`src/sv/bnms_sqrt.sv`:
```
// ----------------------------------------------------------------------------
// Iterative integer square root
// Two radicand bits per cycle, floor result.
// ----------------------------------------------------------------------------
module bnms_sqrt (
    input  logic        aclk,
    input  logic        aresetn,
    input  logic        start,
    input  logic [41:0] radicand,
    output logic        done,
    output logic [20:0] root
);
    logic [41:0] rem_reg;
    logic [41:0] res_reg;
    logic [41:0] bit_reg;
    logic        busy_reg;
    logic [41:0] trial;

    assign trial = res_reg + bit_reg;
    assign root = res_reg[20:0];

    always_ff @(posedge aclk) begin
        if (!aresetn) begin
            busy_reg <= 1'b0;
            done <= 1'b0;
        end else begin
            done <= 1'b0;
            if (start) begin
                rem_reg <= radicand;
                res_reg <= '0;
                bit_reg <= 42'd1 << 40;
                busy_reg <= 1'b1;
            end else if (busy_reg) begin
                if (rem_reg >= trial) begin
                    rem_reg <= rem_reg - trial;
                    res_reg <= (res_reg >> 1) + bit_reg;
                end else begin
                    res_reg <= res_reg >> 1;
                end
                bit_reg <= bit_reg >> 2;
                if (bit_reg[0]) begin
                    busy_reg <= 1'b0;
                    done <= 1'b1;
                end
            end
        end
    end
endmodule

```
`config.mk`:
```
export PLATFORM = sky130hd
export DESIGN_NAME = bnms_sqrt
export DESIGN_NICKNAME = d
export VERILOG_FILES = /design/src/sv/bnms_sqrt.sv
export SDC_FILE = /design/constraint.sdc
export NUM_CORES = 1
export LEC_CHECK = 0
export ABC_CLOCK_PERIOD_IN_PS = 8360
export BUFFER_PORTS_ARGS = -buffer_cell sky130_fd_sc_hd__buf_2
export CELL_PAD_IN_SITES_DETAIL_PLACEMENT = 1
export CELL_PAD_IN_SITES_GLOBAL_PLACEMENT = 1
export CORE_MARGIN = 1
export CORE_UTILIZATION = 25
export CTS_CLUSTER_DIAMETER = 150
export DETAILED_ROUTE_END_ITERATION = 7
export PLACE_DENSITY_LB_ADDON = 0.1
export SLEW_MARGIN = 20
export SYNTH_ARGS = -nofsm -noshare
export SYNTH_HDL_FRONTEND = slang
export SYNTH_SLANG_ARGS = --single-unit
```
`constraint.sdc`:
```
create_clock -name aclk -period 8.36 [get_ports aclk]
set_clock_uncertainty 0.2 [all_clocks]
set_input_delay 0.836 -clock aclk [delete_from_list [all_inputs] [get_ports aclk]]
set_output_delay 0.836 -clock aclk [all_outputs]
set_load 0.02 [all_outputs]
```
# Word-level counts from Yosys, hierarchy flattened
# Cells that the tools add are included.
classes:
  addsub: 3
  magnitude_cmp: 1
  muxes: 10
  bitwise: 2
  reduce_logical: 5
ops:
  columns: ["operator", "n"]
  rows:
  - ["$mux W42", 5]
  - ["$add A41 B41 Y42", 1]
  - ["$add A42 B41 Y42", 1]
  - ["$ge A42 B42 Y1", 1]
  - ["$sub A42 B42 Y42", 1]
  - ["$mux W41", 1]
  - ["$mux W1", 4]
  - ["$reduce_bool A2 Y1", 2]
  - ["$reduce_and A3 Y1", 1]
  - ["$reduce_or A3 Y1", 1]
  - ["$not A1 Y1", 2]
  - ["$reduce_and A2 Y1", 1]
word_totals:
  ff_bits: 107
  in_bits: 45
  output_inout_bits: 22
  wordCells: 26

# Logic depth before layout (Yosys ltp)
depth:
  ltp_word: 5
  depth_mapped: 21
  mapped_depth_nobuf: 19

# Worst setup path after synthesis
# Ideal clock, no wire load.
synth_timing:
  path_type: "register to register"
  startpoint: "reg res_reg[18]"
  endpoint: "reg rem_reg[0], enable pin"
  setup_time_ns: 0.455
  arrival_time_ns: 6.281
  required_ns: 7.705
  setup_slack_ns: 1.424
  path_stages_with_launch: 20
  path_buffers: 2
  synth_period_minus_slack_ns: 6.936
  cell_sequence: "edfxtp_1 > ha_1 > a31oi_1 > o21ai_0 > a221oi_1 > a31o_2 > o21ai_2 > a31oi_1 > o21ai_0 > xnor2_1 > ha_1 > inv_1 > nor2_1 > a221o_1 > a211oi_2 > a211oi_4 > nor2_2 > buf_6 > buf_2 > a21oi_1"
synth_between:
  elab_chain_cells: 4
synth_lines:
  columns: ["element", "line", "source"]
  rows:
  - ["start: declaration", "14", "logic [41:0] res_reg;"]
  - ["start signal: assignment", "36", "res_reg <= (res_reg >> 1) + bit_reg;"]
  - ["start signal: assignment", "38", "res_reg <= res_reg >> 1;"]
  - ["$add A42 B41 Y42", "19", "assign trial = res_reg + bit_reg;"]
  - ["$ge A42 B42 Y1", "34", "if (rem_reg >= trial) begin"]
  - ["$reduce_bool A2 Y1 (no source line)", null, null]
  - ["$reduce_and A3 Y1 (no source line)", null, null]
  - ["end signal: assignment", "29", "rem_reg <= radicand;"]
  - ["end signal: assignment", "35", "rem_reg <= rem_reg - trial;"]
  - ["end: declaration", "13", "logic [41:0] rem_reg;"]
# Every way passes these cells.
# A chain may end at the register's enable or synchronous reset.

# Worst setup path in the final report
layout_timing:
  startpoint: "reg res_reg[18]"
  endpoint: "reg rem_reg[10], enable pin"
# Same word-level chain as after synthesis.

==> impl_metrics.py <==
metrics = {
    "drt": {
        "drc_errors": 0,
        "wire_per_inst_um": 20.0,
        "firstDrtPassIters": 4,
        "drt-initial-drc-count": 481,
        "dr.max_layer_used": "met4",
        "antenna_left": 0,
        "vias": 8203,
        "dr_wl_met2_um": 14200,
        "wl_um": 32600,
        "met1_length_um": 17400,
        "avgViaCountPerCell": 5.03,
        "wl_met3_um": 548,
    },
    "cells_and_area": {
        "area_growth_pct": 10.9,
        "final_layout_size_suffix_gt1_share_pct": 11.5,
        "seq_area_um2": 3190,
        "final_core_util_pct": 28.4,
        "fillers": 4501,
        "final_nets": 1247,
        "multi_input_area_um2": 6160,
    },
    "pwr": {
        "share_comb_of_total_power_pct": 46.1,
        "ir_worst_vdd_uv": 88.1,
        "pwr-share-clk_pct": 21.8,
        "power_density_nw_per_um2": 214,
        "switchingPower_w": 0.000964,
        "switching_share_pct": 41.8,
        "cellLeakagePower_nw": 3.96,
        "power_frac_seq_pct": 32.1,
        "p_int_w": 0.00134,
    },
    "floorplanning": {
        "num_io_pins": 67,
        "start_util_pct": 25.6,
        "die_area_um2": 39700,
        "num_rows": 71,
        "core_region_area_um2": 38000,
        "die_h_um": 199,
        "fp.dieW_um": 199,
    },
    "synthesis": {
        "synth_nets": 1217,
        "synthAdderAreaFrac_pct": 11.3,
        "synthFlopType": "edfxtp_1",
        "synth_cells": 1085,
        "synth-simple-area-share_pct": 17.4,
        "yosysMostFrequentCell": "nand2_1",
        "synthXorXnorAreaFrac_pct": 8.01,
        "synth-seq-cells": 107,
        "avgSynthCellArea_um2": 8.97,
        "synthTopCellsByArea": "edfxtp_1 (32%), ha_1 (11%), o21ai_0 (4.8%), nand2_1 (4.6%), xor2_1 (4.3%)",
        "post-synth-top-area-cell": "edfxtp_1",
        "synthesis.area_um2": 9740,
        "async_flop_share_pct": 0,
        "muxShareOfSynthArea_pct": 0.668,
        "synth_common_cells": "nand2_1 (120), edfxtp_1 (105), o21ai_0 (93), ha_1 (86), nor2_1 (73)",
        "seq_area_frac_synth_pct": 32.8,
        "synth_edf_count": 105,
        "synth_compound_area_share_pct": 25.8,
        "yosysUniqueCellTypes": 80,
        "yosysTopAreaCellShare_pct": 32.4,
        "ys_warn_count": 0,
        "synth_top_family_by_area": "compound AO/OA/AOI/OAI gates",
    },
    "global_routing": {
        "antenna_found_initial": 0,
        "grt_max_degree": 64,
        "grt_pass1_vias": 8554,
        "gr-total-overflow": 0,
        "grt_usage_pct": 17.1,
        "grt_pass1_wl_um": 51300,
    },
    "run": {
        "maxCapViolations": 0,
    },
    "timing": {
        "fmax_mhz": 153,
        "tns_ns": 0,
        "fin_crit_sh_pct": 78.1,
        "tightest_slew_ns": 0.937,
        "setup_viol": 0,
        "fin_hold_ws_ns": 0.288,
        "maxSlewViolCount": 0,
        "min_period_ns": 6.53,
        "finalHoldViolCount": 0,
        "slew_headroom_pct": 36.9,
        "rsz0062_at_grt": "false",
    },
    "status": {
        "status": "finished, final reports clean",
    },
    "clock_tree": {
        "hold_buffers": 0,
        "cts_resized": 0,
        "cts_buffer_depth": 2,
        "clk_latency_ns": 0.38,
        "cts_root_buf": "clkbuf_16",
        "clkTransAtPathRegs_ns": 0.09,
        "cts_num_sinks": 107,
        "cts_tree": "done",
        "cts_buffers": 9,
        "htree_num_levels": 3,
        "postCtsSetupRepairBufs": 0,
    },
    "critical_path": {
        "startpoint_type": "flip-flop",
        "worst_ep_required_time_ns": 8.17,
        "worstSetupPathType": "reg -> reg",
        "regToRegStartpoint": "res_reg[18]",
        "critical_path_arrival_ns": 6.34,
        "cp_max_fo": 42,
        "critPathMaxStageDelay_ns": 0.63,
        "end_kind": "flip-flop",
        "reg2reg_to": "rem_reg[10]",
        "cp_slowest_cell": "a221oi_1",
        "ff2ff_path_depth": 19,
        "crit_chain": "ha_1 > a31oi_1 > o21ai_0 > a221oi_1 > a31o_2 > o21ai_2 > a31oi_1 > o21ai_0 > xnor2_1 > ha_1 > inv_1 > nor2_1 > a221o_1 > a211oi_2 > a211oi_4 > nor2_2 > buf_4 > a21oi_4 > buf_4",
        "cpLargestDelayFamily": "compound AO/OA/AOI/OAI gates",
        "ff2ff_setup_slack_ns": 1.83,
        "cp.buffers_inverters": 3,
    },
    "placement": {
        "portBuffers": 66,
        "hpwlAfterDp_um": 25200,
        "gp_congestion": 0.788,
    },
    "hold_path": {
        "hold_end": "done",
        "hold_depth": 1,
        "holdCritStartpoint": "busy_reg",
        "min_path_type": "reg -> reg",
    },
}
[layer usage]
metal / vias up / global-route usage, %
met2: 72 / 26.2
met3: 17 / 1.74
li1: 4164 / -
met4: 0 / 4.83
met5: - / 0
met1: 3950 / 25.2
[worst max path at each step]
stage | to | from | cells after the start
3_5_place_dp | rem_reg[30] | res_reg[18] | 19
5_1_grt | rem_reg[9] | res_reg[16] | 19
2_1_floorplan | rem_reg[0] | res_reg[18] | 19
3_3_place_gp | rem_reg[35] | res_reg[18] | 17
6_report | rem_reg[10] | res_reg[18] | 19
4_1_cts | rem_reg[9] | res_reg[18] | 19
[power by group through the flow]
stage                     clock [W]  combinational (W)  sequential [W]
final                      0.000503            0.00106        0.000741
after detailed placement          0            0.00107        0.000752
after global routing       0.000542            0.00119        0.000751
after floorplan                   0           0.000805        0.000724
after CTS                  0.000528            0.00107        0.000742
after global placement            0            0.00107        0.000753
[stage by stage]
| step | setup WS [ns] | std cells | cell area (µm²) | total power (W) |
|---|---|---|---|---|
| final | 1.83 | 1632 | 10800 | 0.00231 |
| after global placement | 2.01 | 1615 | 10500 | 0.00183 |
| after floorplan | 1.42 | 1085 | 9740 | 0.00153 |
| after CTS | 1.84 | 1631 | 10800 | 0.00234 |
| after detailed placement | 1.88 | 1615 | 10500 | 0.00182 |
| after global routing | 1.37 | 1631 | 10800 | 0.00249 |
[cell type report]
type,instances,area share [%]
multi-input cells,899,57.0
inverters,23,0.799
well taps,511,5.92
diodes,1,0.0232
flip-flops and latches,107,29.6
clock buffers,9,2.09
repair buffers,75,3.71
clock inverters,7,0.915
[worst reg2reg max path, stage by stage (launching register included)]
cell and delay, ns:
edfxtp_1 0.55, ha_1 0.41, a31oi_1 0.20, o21ai_0 0.12, a221oi_1 0.63, a31o_2 0.33
o21ai_2 0.10, a31oi_1 0.36, o21ai_0 0.16, xnor2_1 0.16, ha_1 0.38, inv_1 0.11
nor2_1 0.34, a221o_1 0.31, a211oi_2 0.09, a211oi_4 0.53, nor2_2 0.24, buf_4 0.24
a21oi_4 0.14, buf_4 0.54
[logic make-up after synthesis]
family / after synthesis
flip-flops: 107
XOR/XNOR: 89
adder cells (fa/ha/maj): 87
AO/OA/AOI/OAI: 372
multiplexers: 6
AND/OR/NAND/NOR: 345
buffers and inverters: 79
[layout by cell type (no fill, tap or decap), types with 17 or more instances in the layout]
cell type,n
nand2_1,120
edfxtp_1,105
o21ai_0,93
ha_1,86
nor2_1,73
a21oi_1,67
buf_2,65
xor2_1,48
xnor2_1,41
a31oi_1,34
nor2b_1,32
a211oi_1,27
inv_1,22
nand3_1,21
nand4_1,20
a21o_1,19
o21bai_1,18
o211ai_1,18
o21a_1,17
No activity file was read; power rests on OpenSTA's default activity.
