===== config.mk =====
export PLATFORM = sky130hd
export DESIGN_NAME = bnms_div
export DESIGN_NICKNAME = d
export VERILOG_FILES = /design/src/sv/bnms_div.sv
export SDC_FILE = /design/constraint.sdc
export NUM_CORES = 1
export LEC_CHECK = 0
export ABC_AREA = 0
export CAP_MARGIN = 20
export CORE_UTILIZATION = 57
export DETAILED_ROUTE_END_ITERATION = 16
export DONT_BUFFER_PORTS = 1
export PLACE_DENSITY = 0.75
export SETUP_SLACK_MARGIN = 0.02
export SLEW_MARGIN = 0
export SYNTH_ARGS = -nofsm -noshare
export SYNTH_HDL_FRONTEND = slang
export SYNTH_SLANG_ARGS = --single-unit

===== constraint.sdc =====
create_clock -name aclk -period 3.2 [get_ports aclk]
set_input_delay 0.32 -clock aclk [delete_from_list [all_inputs] [get_ports aclk]]
set_output_delay 0.32 -clock aclk [all_outputs]
set_load 0.01 [all_outputs]

===== src/sv/bnms_div.sv =====
// ----------------------------------------------------------------------------
// Iterative restoring divider
// Computes min((mag << 16) / n, 65536), or 0 for n = 0, one quotient bit per cycle.
// ----------------------------------------------------------------------------
module bnms_div (
    input  logic        aclk,
    input  logic        aresetn,
    input  logic        start,
    input  logic [19:0] mag,
    input  logic [20:0] divisor,
    output logic        done,
    output logic [16:0] quot
);
    logic [21:0] rem_reg;
    logic [35:0] num_reg;
    logic [35:0] q_reg;
    logic [5:0]  cnt_reg;
    logic        busy_reg;
    logic [21:0] shifted;

    assign shifted = {rem_reg[20:0], num_reg[35]};
    assign quot = (divisor == '0) ? 17'd0 :
                  (q_reg > 36'd65536) ? 17'd65536 : q_reg[16:0];

    always_ff @(posedge aclk) begin
        if (!aresetn) begin
            busy_reg <= 1'b0;
            done <= 1'b0;
        end else begin
            done <= 1'b0;
            if (start) begin
                rem_reg <= '0;
                num_reg <= {mag, 16'd0};
                q_reg <= '0;
                cnt_reg <= 6'd36;
                busy_reg <= 1'b1;
            end else if (busy_reg) begin
                num_reg <= num_reg << 1;
                if (shifted >= {1'b0, divisor}) begin
                    rem_reg <= shifted - {1'b0, divisor};
                    q_reg <= {q_reg[34:0], 1'b1};
                end else begin
                    rem_reg <= shifted;
                    q_reg <= {q_reg[34:0], 1'b0};
                end
                cnt_reg <= cnt_reg - 6'd1;
                if (cnt_reg == 6'd1) begin
                    busy_reg <= 1'b0;
                    done <= 1'b1;
                end
            end
        end
    end
endmodule


# Yosys cells after proc, flatten, opt, wreduce, memory -nomap -nowiden

Cells that the tools add are included.

Output and inout port bits: 18
Logic and storage cells: 31
Input bits: 44
Register bits after elaboration: 100

$add $sub $neg: 2
Equality and inequality tests: 1
Reductions and logical operators: 4
Bitwise logic cells: 2
Mux-type cells: 13
Order comparisons: 2

Operator list:

| cell                                                                   | number |
|---|---|
| 36-bit two-way mux                                                     | 3 |
| 21-bit two-way mux                                                     | 2 |
| 36-bit by 17-bit > comparator with 1-bit output, second input constant | 1 |
| 17-bit two-way mux                                                     | 2 |
| 22-bit by 21-bit >= comparator with 1-bit output                       | 1 |
| 21-bit logical NOT                                                     | 1 |
| 21-bit subtractor                                                      | 1 |
| 6-bit by 1-bit == test with 1-bit output, second input constant        | 1 |
| 6-bit two-way mux                                                      | 1 |
| 6-bit by 1-bit subtractor with 6-bit output, second input constant     | 1 |
| 1-bit two-way mux                                                      | 5 |
| 3-bit OR reduction                                                     | 1 |
| 1-bit NOT                                                              | 2 |
| 2-bit AND reduction                                                    | 1 |
| 2-bit nonzero test                                                     | 1 |

# Logic depth before layout (Yosys ltp)

Gate-level depths: netlist (run 1).

Depth after elaboration: 4
Gate-level depth with buffers: 12
Gate-level depth less buffers: 10

# Least setup slack after synthesis (run 1)

OpenSTA, ideal clock, no wires.

Kind: input-to-reg
Start point: in start
End point: reg cnt_reg[0], enable pin
Slack: 0.159 ns
Library setup time: 0.448 ns
Cell stages on the path: 2
Data arrival time: 2.593 ns
Buffers on the path: 1
Path through: buf_1 -> o21a_1

Longest elaborated chain between the ends: 2

Ends and longest elaborated chain:

| element                       | line | text |
|---|---|---|
| start, declared               | 8    | `input logic start,` |
| 2-bit nonzero test (no line)  | n/a  |  |
| 2-bit AND reduction (no line) | n/a  |  |
| end signal, assigned          | 46   | `cnt_reg <= cnt_reg - 6'd1;` |
| end, declared                 | 17   | `logic [5:0] cnt_reg;` |

No other way between the ends.
A chain may end at the register's enable or synchronous reset.

# Worst setup path after layout (run 1)

Start point: reg num_reg[35]
End point: reg rem_reg[0], data pin

Longest elaborated chain between the ends: 3
Elaborated cells between the ends (all ways): 4

Ends and longest elaborated chain:

| element                                                                                      | line   | text |
|---|---|---|
| start, declared                                                                              | 15     | `logic [35:0] num_reg;` |
| start signal, assigned                                                                       | 33     | `num_reg <= {mag, 16'd0};` |
| start signal, assigned                                                                       | 38     | `num_reg <= num_reg << 1;` |
| 21-bit subtractor / 22-bit by 21-bit >= comparator with 1-bit output (equally long branches) | 40, 39 |  |
| 21-bit two-way mux *                                                                         | 39     | `if (shifted >= {1'b0, divisor}) begin` |
| 21-bit two-way mux *                                                                         | 37     | `end else if (busy_reg) begin` |
| end signal, assigned                                                                         | 40     | `rem_reg <= shifted - {1'b0, divisor};` |
| end signal, assigned                                                                         | 43     | `rem_reg <= shifted;` |
| end, declared                                                                                | 14     | `logic [21:0] rem_reg;` |

Every way passes the cells marked *; elsewhere a longest branch is shown, timed or not. The select of a mux whose other input is x is not followed.

==> results, run 1 <==
- The TritonCTS clock tree is done.
- The leftover overflow at the end of global routing is 0.
- The number of max-cap violations is 0.
- The post-route DRC violation count is 0.
- At the worst endpoint, the required time is 3.36 ns.
- The number of buffers on the longest clock path is 2.
- The overall power after layout is 2.76 mW.
- The count of hold buffers inserted by post-cts repair is 0.
- The biggest area contributor in the post-synthesis netlist is edfxtp_1.
- The top cell types in the final layout, fill and taps aside, are 83 x edfxtp_1, 42 x nor2b_1, 29 x a21oi_1.
- The final setup TNS is 0 ns.
- Entering global routing, the biggest net connects 86 pins.
- The internal portion of the total power is between 2 and 2.5 mW.
- The synthesized net count is approximately 550.
- Sorting the synthesized cells by area gives the leading types as edfxtp_1 49%, ha_1 5.6%, nor2b_1 5.1%, mux2_2 4.4%, a21oi_1 2.8%.
- The first global-routing pass estimated between 15 and 20 mm of wire.
- After technology mapping, the gate count stands at 477.
- In the final routed layout, each cell accounts on average for around 19 um.
- The number of H-tree levels is 3.
- The count of nets after finishing is 536.
- Clock-pin slew was measured on the worst setup and hold paths at 0.08 ns.
- The share of total power dissipated in combinational logic is 0.212.
- The final layout contains routed wiring with a total length of 11.1 mm.
- Detailed placement ended at an HPWL of 7.68 mm.
- The transition time of the tightest slew-check pin is approximately 0.9 ns.
- The tree built by TritonCTS fans out to 85 sinks.
- The type of the tightest min-delay check is in -> reg.
- The register with the most flip-flops in the layout has 36 of them.
- The initial antenna violation count is 0.
- The clock power share is 0.290.
- The final number of max-transition violations came to 0.
- At the end of routability-driven placement, the weighted congestion stood at 0.964.
- The total I/O pin count is 62.
- The setup path with the least slack is of type reg -> reg.
- The most common library cell in the layout ignoring fill and taps is edfxtp_1.
- The number of hold violations in the final report is 0.
- The post-route antenna net violation count is 0.
- For this run, the slowest stage of the critical path takes between 0.4 and 0.5 ns.
- The critical path contains buffers and inverters numbering 3 combined.
- Yosys printed 0 warnings.
- A synthesized cell averages 10.8 um2.
- Dividing the detail-routed via count by the number of cells gives 6.40.
- The number of buffers created by CTS is 9.
- For this block, the initial DRC count from the detailed router was ~280.
- The proportion of power drawn by flip-flops and latches is 0.498.
- The fmax is 358 MHz.
- Setup violations remaining at the end of the flow were counted as 0.
- Clock skew on the completed layout was measured at 0.00920 ns.
- The count of flip-flops with a built-in enable after synthesis is 83.
- In this run the power density over the cells is 509 mW/mm2.
- The quantity of I/O buffers inserted on ports is 0.
- The worst-path cell with the longest stage delay is fa_1.
- The synthesized netlist contains 62 unique library cells.
- The detailed-routing iteration count for the pre-antenna-repair pass is 5.
- The die is 96.9 um tall.
- The initial utilization of the core area, before any placement, comes to 0.588.
- The signal on the critical path passes through inv_1 -> ha_1 -> inv_1 -> fa_1 -> a211oi_2 -> o21ai_2 -> nand2_1 -> a41o_2 -> buf_4 -> nand2_1 -> a211oi_1.
- The type of origin of the critical path is a register.
- The minimum clock period after layout is roughly 2.8 ns.
- The flow ran to the end, and the final reports show no timing, DRC or antenna violations.
- The combined area of all synthesized cells is 0.00513 mm2.
- The area growth from synthesis to layout is 5.83%.
- The post-synthesis sequential area ratio is 0.494.
- The switching fraction of total power is 0.275.
- Of all nets on the critical path, the largest fanout is 11.
- The data arrival time at the worst-slack endpoint is 2.96 ns.
- The worst pin sits at a relative slew slack of 0.404.
- The vias after detailed routing is roughly 3700.
- The buffer type at the clock tree root is clkbuf_8.
- Setup repair after global routing left no endpoint under its margin.
- The via count of the first global-routing pass came to roughly 3500.
- The count of state elements after synthesis is 85.
- STA classifies the critical path endpoint as a register.
- The repair_antennas step left the layout with diodes totalling 0.
- Among all flip-flop cells after synthesis, the most frequent one is edfxtp_1.
- In the global route stage, overall resource usage came out at 0.247.
- The standard-cell row count is 34.
- The post-route clock period utilization is 0.874.
- The core region is slightly below 0.009 mm2.
- The share of flip-flops with an asynchronous set or reset after synthesis is 0.
- For the worst-skew pair, the clock arrives at the later sink with an insertion delay of about 0.34 ns.
- Gates resized during post-CTS repair numbered 0.
- The share of post-route cells with drive strength above 1 is 0.106.
- The switching power total is 0.758 mW.
- The number of buffers inserted to repair setup after CTS is 0.
- The die outline area is 0.00939 mm2.
- On the critical path the largest part of the delay comes from compound AO/OA/AOI/OAI gates.
- In this run the static leakage power is about 2.0 nW.
- The worst-case IR drop observed on VDD is 0.000319 V.
- Of the post-synthesis cell area, the dominant cell type holds 0.486.
- Measured along the x axis, the die boundary spans a little under 100 um.
[kinds of logic after synthesis]
| kind of cell | after synthesis | synth area share |
|---|---|---|
| buffers and inverters | 51 | 0.0407 |
| flip-flops | 85 | 0.494 |
| AO/OA/AOI/OAI | 113 | 0.152 |
| adder cells (fa/ha/maj) | 24 | 0.0600 |
| XOR/XNOR | 12 | 0.0205 |
| AND/OR/NAND/NOR | 169 | 0.183 |
| multiplexers | 23 | 0.0497 |
[path summary, 6_finish.rpt]
check              startpoint         end  slack [ns]  depth (start not counted)
hold reg to reg      busy_reg        done        0.50                          1
hold / removal        aresetn        done        0.13                          1
setup / recovery  num_reg[35]  rem_reg[0]        0.40                         11
setup reg to reg  num_reg[35]  rem_reg[0]        0.40                         11
[synthesized netlist by cell type, types with 13 or more instances]
cell	count
ha_1	23
nor2_1	23
edfxtp_1	83
nor2b_1	42
nand3_1	17
mux2_2	20
o21ai_0	21
a21oi_1	29
nor4_1	13
inv_1	27
nand2_1	17
and2_1	18
[metrics by stage]
step,setup WS [ns],cell area [um2],hold slack [ns],cells,utilization
2_1_floorplan,0.159,5130,0.454,477,-
3_3_place_gp,0.442,5190,0.478,564,0.595
3_5_place_dp,0.342,5190,0.480,564,0.595
4_1_cts,0.232,5390,0.115,579,0.619
5_1_grt,0.142,5430,0.130,580,0.623
6_report,0.404,5430,0.131,580,0.623
[power groups by stage]
stage	logic (mW)	registers, mW	clock network [mW]
3_3_place_gp	0.552	1.40	0
2_1_floorplan	0.467	1.38	0
6_report	0.585	1.37	0.802
4_1_cts	0.568	1.38	0.813
3_5_place_dp	0.565	1.40	0
5_1_grt	0.646	1.38	0.857
[layer usage]
layer | GRT usage | share of wire | vias to the layer above
met2 | 0.358 | 0.44 | 148
met1 | 0.354 | 0.45 | 1762
li1 | - | - | 1774
met3 | 0.0694 | 0.071 | 27
met5 | 0 | 0 | -
met4 | 0.0918 | 0.033 | 0
[cell type report]
| class | instances | area (um2) |
|---|---|---|
| clock buffers | 11 | 131 |
| clock inverters | 4 | 73.8 |
| fillers | 689 | 3290 |
| inverters | 27 | 101 |
| multi-input cells | 341 | 2410 |
| flip-flops and latches | 85 | 2530 |
| well taps | 108 | 135 |
| repair buffers | 4 | 50.0 |
Power figures use the tool's default switching activity.
==> run 2, diff against run 1 <==
--- a/config.mk
+++ b/config.mk
@@ -6,11 +6,11 @@
 export NUM_CORES = 1
 export LEC_CHECK = 0
 export ABC_AREA = 0
+export BUFFER_PORTS_ARGS = -buffer_cell sky130_fd_sc_hd__buf_2
 export CAP_MARGIN = 20
-export CORE_UTILIZATION = 57
+export CORE_UTILIZATION = 50
 export DETAILED_ROUTE_END_ITERATION = 16
-export DONT_BUFFER_PORTS = 1
-export PLACE_DENSITY = 0.75
+export PLACE_DENSITY = 0.73
 export SETUP_SLACK_MARGIN = 0.02
 export SLEW_MARGIN = 0
 export SYNTH_ARGS = -nofsm -noshare
==> run 2 against run 1 <==
Net effect:
- register-to-register slack lost 0.03 ns
- sequential power about the same
- combinational power is 8.2% higher
- non-clock buffer count up 64
- clock skew increased by 0.0070 ns
- wire length increased by 7.3%
- sequential cell count unchanged
- design area increased by 6.6%
- count of clock-buffer cells in the layout is 1 lower
- clock power is 4.4% higher
- critical path type unchanged
==> results, run 2 (synthesis results as in run 1) <==
- The number of H-tree levels came to 3 (unchanged).
- The data arrival time at the worst-slack endpoint is 3.03 ns (was 2.96 ns).
- The overall global routing resource usage was 0.231 (was 0.247).
- The detailed-routing iteration count for the pre-antenna-repair pass was 4 (was 5).
- The die outline area is 0.0107 mm2 (was 0.00939 mm2).
- The vias per cell is 6.01 (was 6.40).
- The initial antenna violation count is 0 (unchanged).
- The peak fanout along the critical path is 10 (was 11).
- The standard-cell row count came to 36 (was 34).
- The final setup TNS came to 0 ns (unchanged).
- The via count of the first global-routing pass was 3637 (was 3540).
- The switching power total is 0.822 mW (was 0.758 mW).
- The clock transition at the registers of the reported paths is 0.10 ns (was 0.08 ns).
- The finished layout cell area was 0.00579 mm2 (was 0.00543 mm2).
- The number of max-cap violations came to 0 (unchanged).
- The number of buffers inserted to repair setup after CTS came to 0 (unchanged).
- The weighted congestion at the end of routability-driven global placement is 0.940 (was 0.964).
- The minimum clock period after layout is 2.83 ns (was 2.80 ns).
- The width of the die came to 103 um (was 96.9 um).
- The number of sinks handled by clock tree synthesis is 85 (unchanged).
- The amount of wire on met2 after detailed routing is 5.47 mm (was 4.92 mm).
- The post-route DRC violation count is 0 (unchanged).
- The slack of the critical path is 0.370 ns (was 0.404 ns).
- The leftover overflow at the end of global routing is 0 (unchanged).
- The wire length of the first global-routing pass was 18.4 mm (was 18.2 mm).
- The critical path capture point type is a register (unchanged).
- The uppermost metal layer occupied by signal nets is met4 (unchanged).
- The critical path required time is 3.40 ns (was 3.36 ns).
- The final number of setup-violating endpoints is 0 (unchanged).
- The post-route clock period utilization was 0.884 (was 0.874).
- The worst voltage drop across the vdd grid came to 0.000339 V (was 0.000319 V).
- The total leakage power was 2.23 nW (was 1.96 nW).
- The type of the tightest min-delay check is in -> reg (unchanged).
- The DRC marker count from the first detailed-route iteration is 344 (was 276).
- The worst slack at placement was 0.420 ns (was 0.342 ns).
- The proportion of power drawn by flip-flops and latches was 0.483 (was 0.498).
- The number of hold violations in the final report came to 0 (unchanged).
- The maximum number of pins on one net before global-route repair was 61 (was 86).
- Most used cells in the layout excluding fill and tap cells: 83 x edfxtp_1, 61 x buf_2, 42 x nor2b_1 (was 83 x edfxtp_1, 42 x nor2b_1, 29 x a21oi_1).
- The total power per unit cell area is 492 mW/mm2 (was 509 mW/mm2).
- The number of flip-flops in the largest register came to 36 (unchanged).
- The depth of the most critical reg-to-reg path is 11 (unchanged).
- The final number of max-transition violations came to 0 (unchanged).
- The number of buffers created by CTS is 9 (unchanged).
- The routed length on met1 was 5.31 mm (was 5.02 mm).
- The type of the setup path with the least slack is reg -> reg (unchanged).
- The number of buffers on the longest clock path is 2 (unchanged).
- The overall power after layout is 2.85 mW (was 2.76 mW).
- The clock latency on the worst-skew pair came to 0.36 ns (was 0.34 ns).
- The signed area change from the synthesized netlist to the final layout is 12.8% (was 5.83%).
- The buffer type at the clock tree root was clkbuf_8 (unchanged).
- The count of nets after finishing is 600 (was 536).
- The wire length reported by the detailed router is 11.9 mm (was 11.1 mm).
- The quantity of I/O buffers inserted on ports is 61 (was 0).
- The cell depth of the worst hold path was 2 (was 1).
- Outcome: finished clean (unchanged).
- The HPWL after detailed placement is 8.48 mm (was 7.68 mm).
- The placeable core area is 0.00986 mm2 (was 0.00872 mm2).
- The internal portion of total power was 2.02 mW (was 2.00 mW).
- The TritonCTS clock tree is done (unchanged).
- Unrepaired setup endpoints after global routing: no (unchanged).
- The fraction of power consumed by combinational cells is 0.222 (was 0.212).
- The wire length per cell is 17.8 um (was 19.1 um).
- The placed standard-cell area is 0.00557 mm2 (was 0.00519 mm2).
- The amount of wire on met3 after detailed routing is 708 um (was 783 um).
- The initial standard-cell utilization of the core is 0.520 (was 0.588).
- The worst slew margin relative to its limit is 0.556 (was 0.404).
- The height of the chip came to 103 um (was 96.9 um).
- The clock power share was 0.294 (was 0.290).
- The transition time of the tightest slew-check pin is 0.666 ns (was 0.887 ns).
- The switching fraction of total power was 0.289 (was 0.275).
- The share of post-route cells with drive strength above 1 is 0.213 (was 0.106).
- The vias after detailed routing is 4024 (was 3711).
- The post-route antenna net violation count was 0 (unchanged).
- The most common library cell in the layout ignoring fill and taps is edfxtp_1 (unchanged).
- The number of inserted diodes is 0 (unchanged).
- The fmax is 353 MHz (was 358 MHz).
- The type of origin of the critical path was a register (unchanged).
- The setup clock skew after layout came to 0.0162 ns (was 0.00920 ns).
- The final hold slack came to 0.228 ns (was 0.131 ns).
- The total I/O pin count is 62 (unchanged).
==> run 2: layout make-up <==
cell class                 instances  area [um2]
clock inverter                     5        85.1
sequential                        85        2530
multi-input combinational        341        2400
inverter                          27         101
timing repair buffer              68         370
tap                              133         166
fill                             839        4080
clock buffer                      10         128
==> run 2: critical path, cell delays in order, from the launching register on <==
cell	delay, ns
edfxtp_1	0.40
inv_1	0.07
ha_1	0.15
inv_1	0.05
fa_1	0.43
a211oi_2	0.30
o21ai_2	0.14
nand2_1	0.17
a41o_1	0.41
buf_4	0.26
nand3_1	0.10
a21oi_1	0.18
==> run 2: worst paths after layout <==
| kind | startpoint | end | slack, ns |
|---|---|---|---|
| worst min-delay path | aresetn | done | 0.23 |
| worst max-delay path | num_reg[35] | rem_reg[5] | 0.37 |
| worst min register to register | busy_reg | done | 0.50 |
| worst max register to register | num_reg[35] | rem_reg[5] | 0.37 |
==> run 2: power groups by stage <==
stage                     sequential (mW)  clock [mW]  combinational (mW)
final                                1.38       0.837               0.633
after global placement               1.40           0               0.606
after detailed placement             1.40           0               0.622
after CTS                            1.37       0.852               0.625
after floorplan                      1.38           0               0.467
after global routing                 1.38       0.884               0.694
==> run 2: repair_timing <==
action,4_1_cts,5_1_grt
setup endpoints to repair,0,16
hold buffers,0,0
gates resized for setup,0,1
==> run 2: stage by stage <==
stage | util | cells
2_1_floorplan | - | 477
3_3_place_gp | 0.564 | 654
3_5_place_dp | 0.564 | 654
4_1_cts | 0.586 | 669
5_1_grt | 0.587 | 669
6_report | 0.587 | 669
==> run 2: per-layer routing <==
layer  track usage  vias to the layer above
met5             0                        -
met4         0.105                        0
met3        0.0477                       36
met2         0.358                      170
met1         0.314                     1915
li1              -                     1903
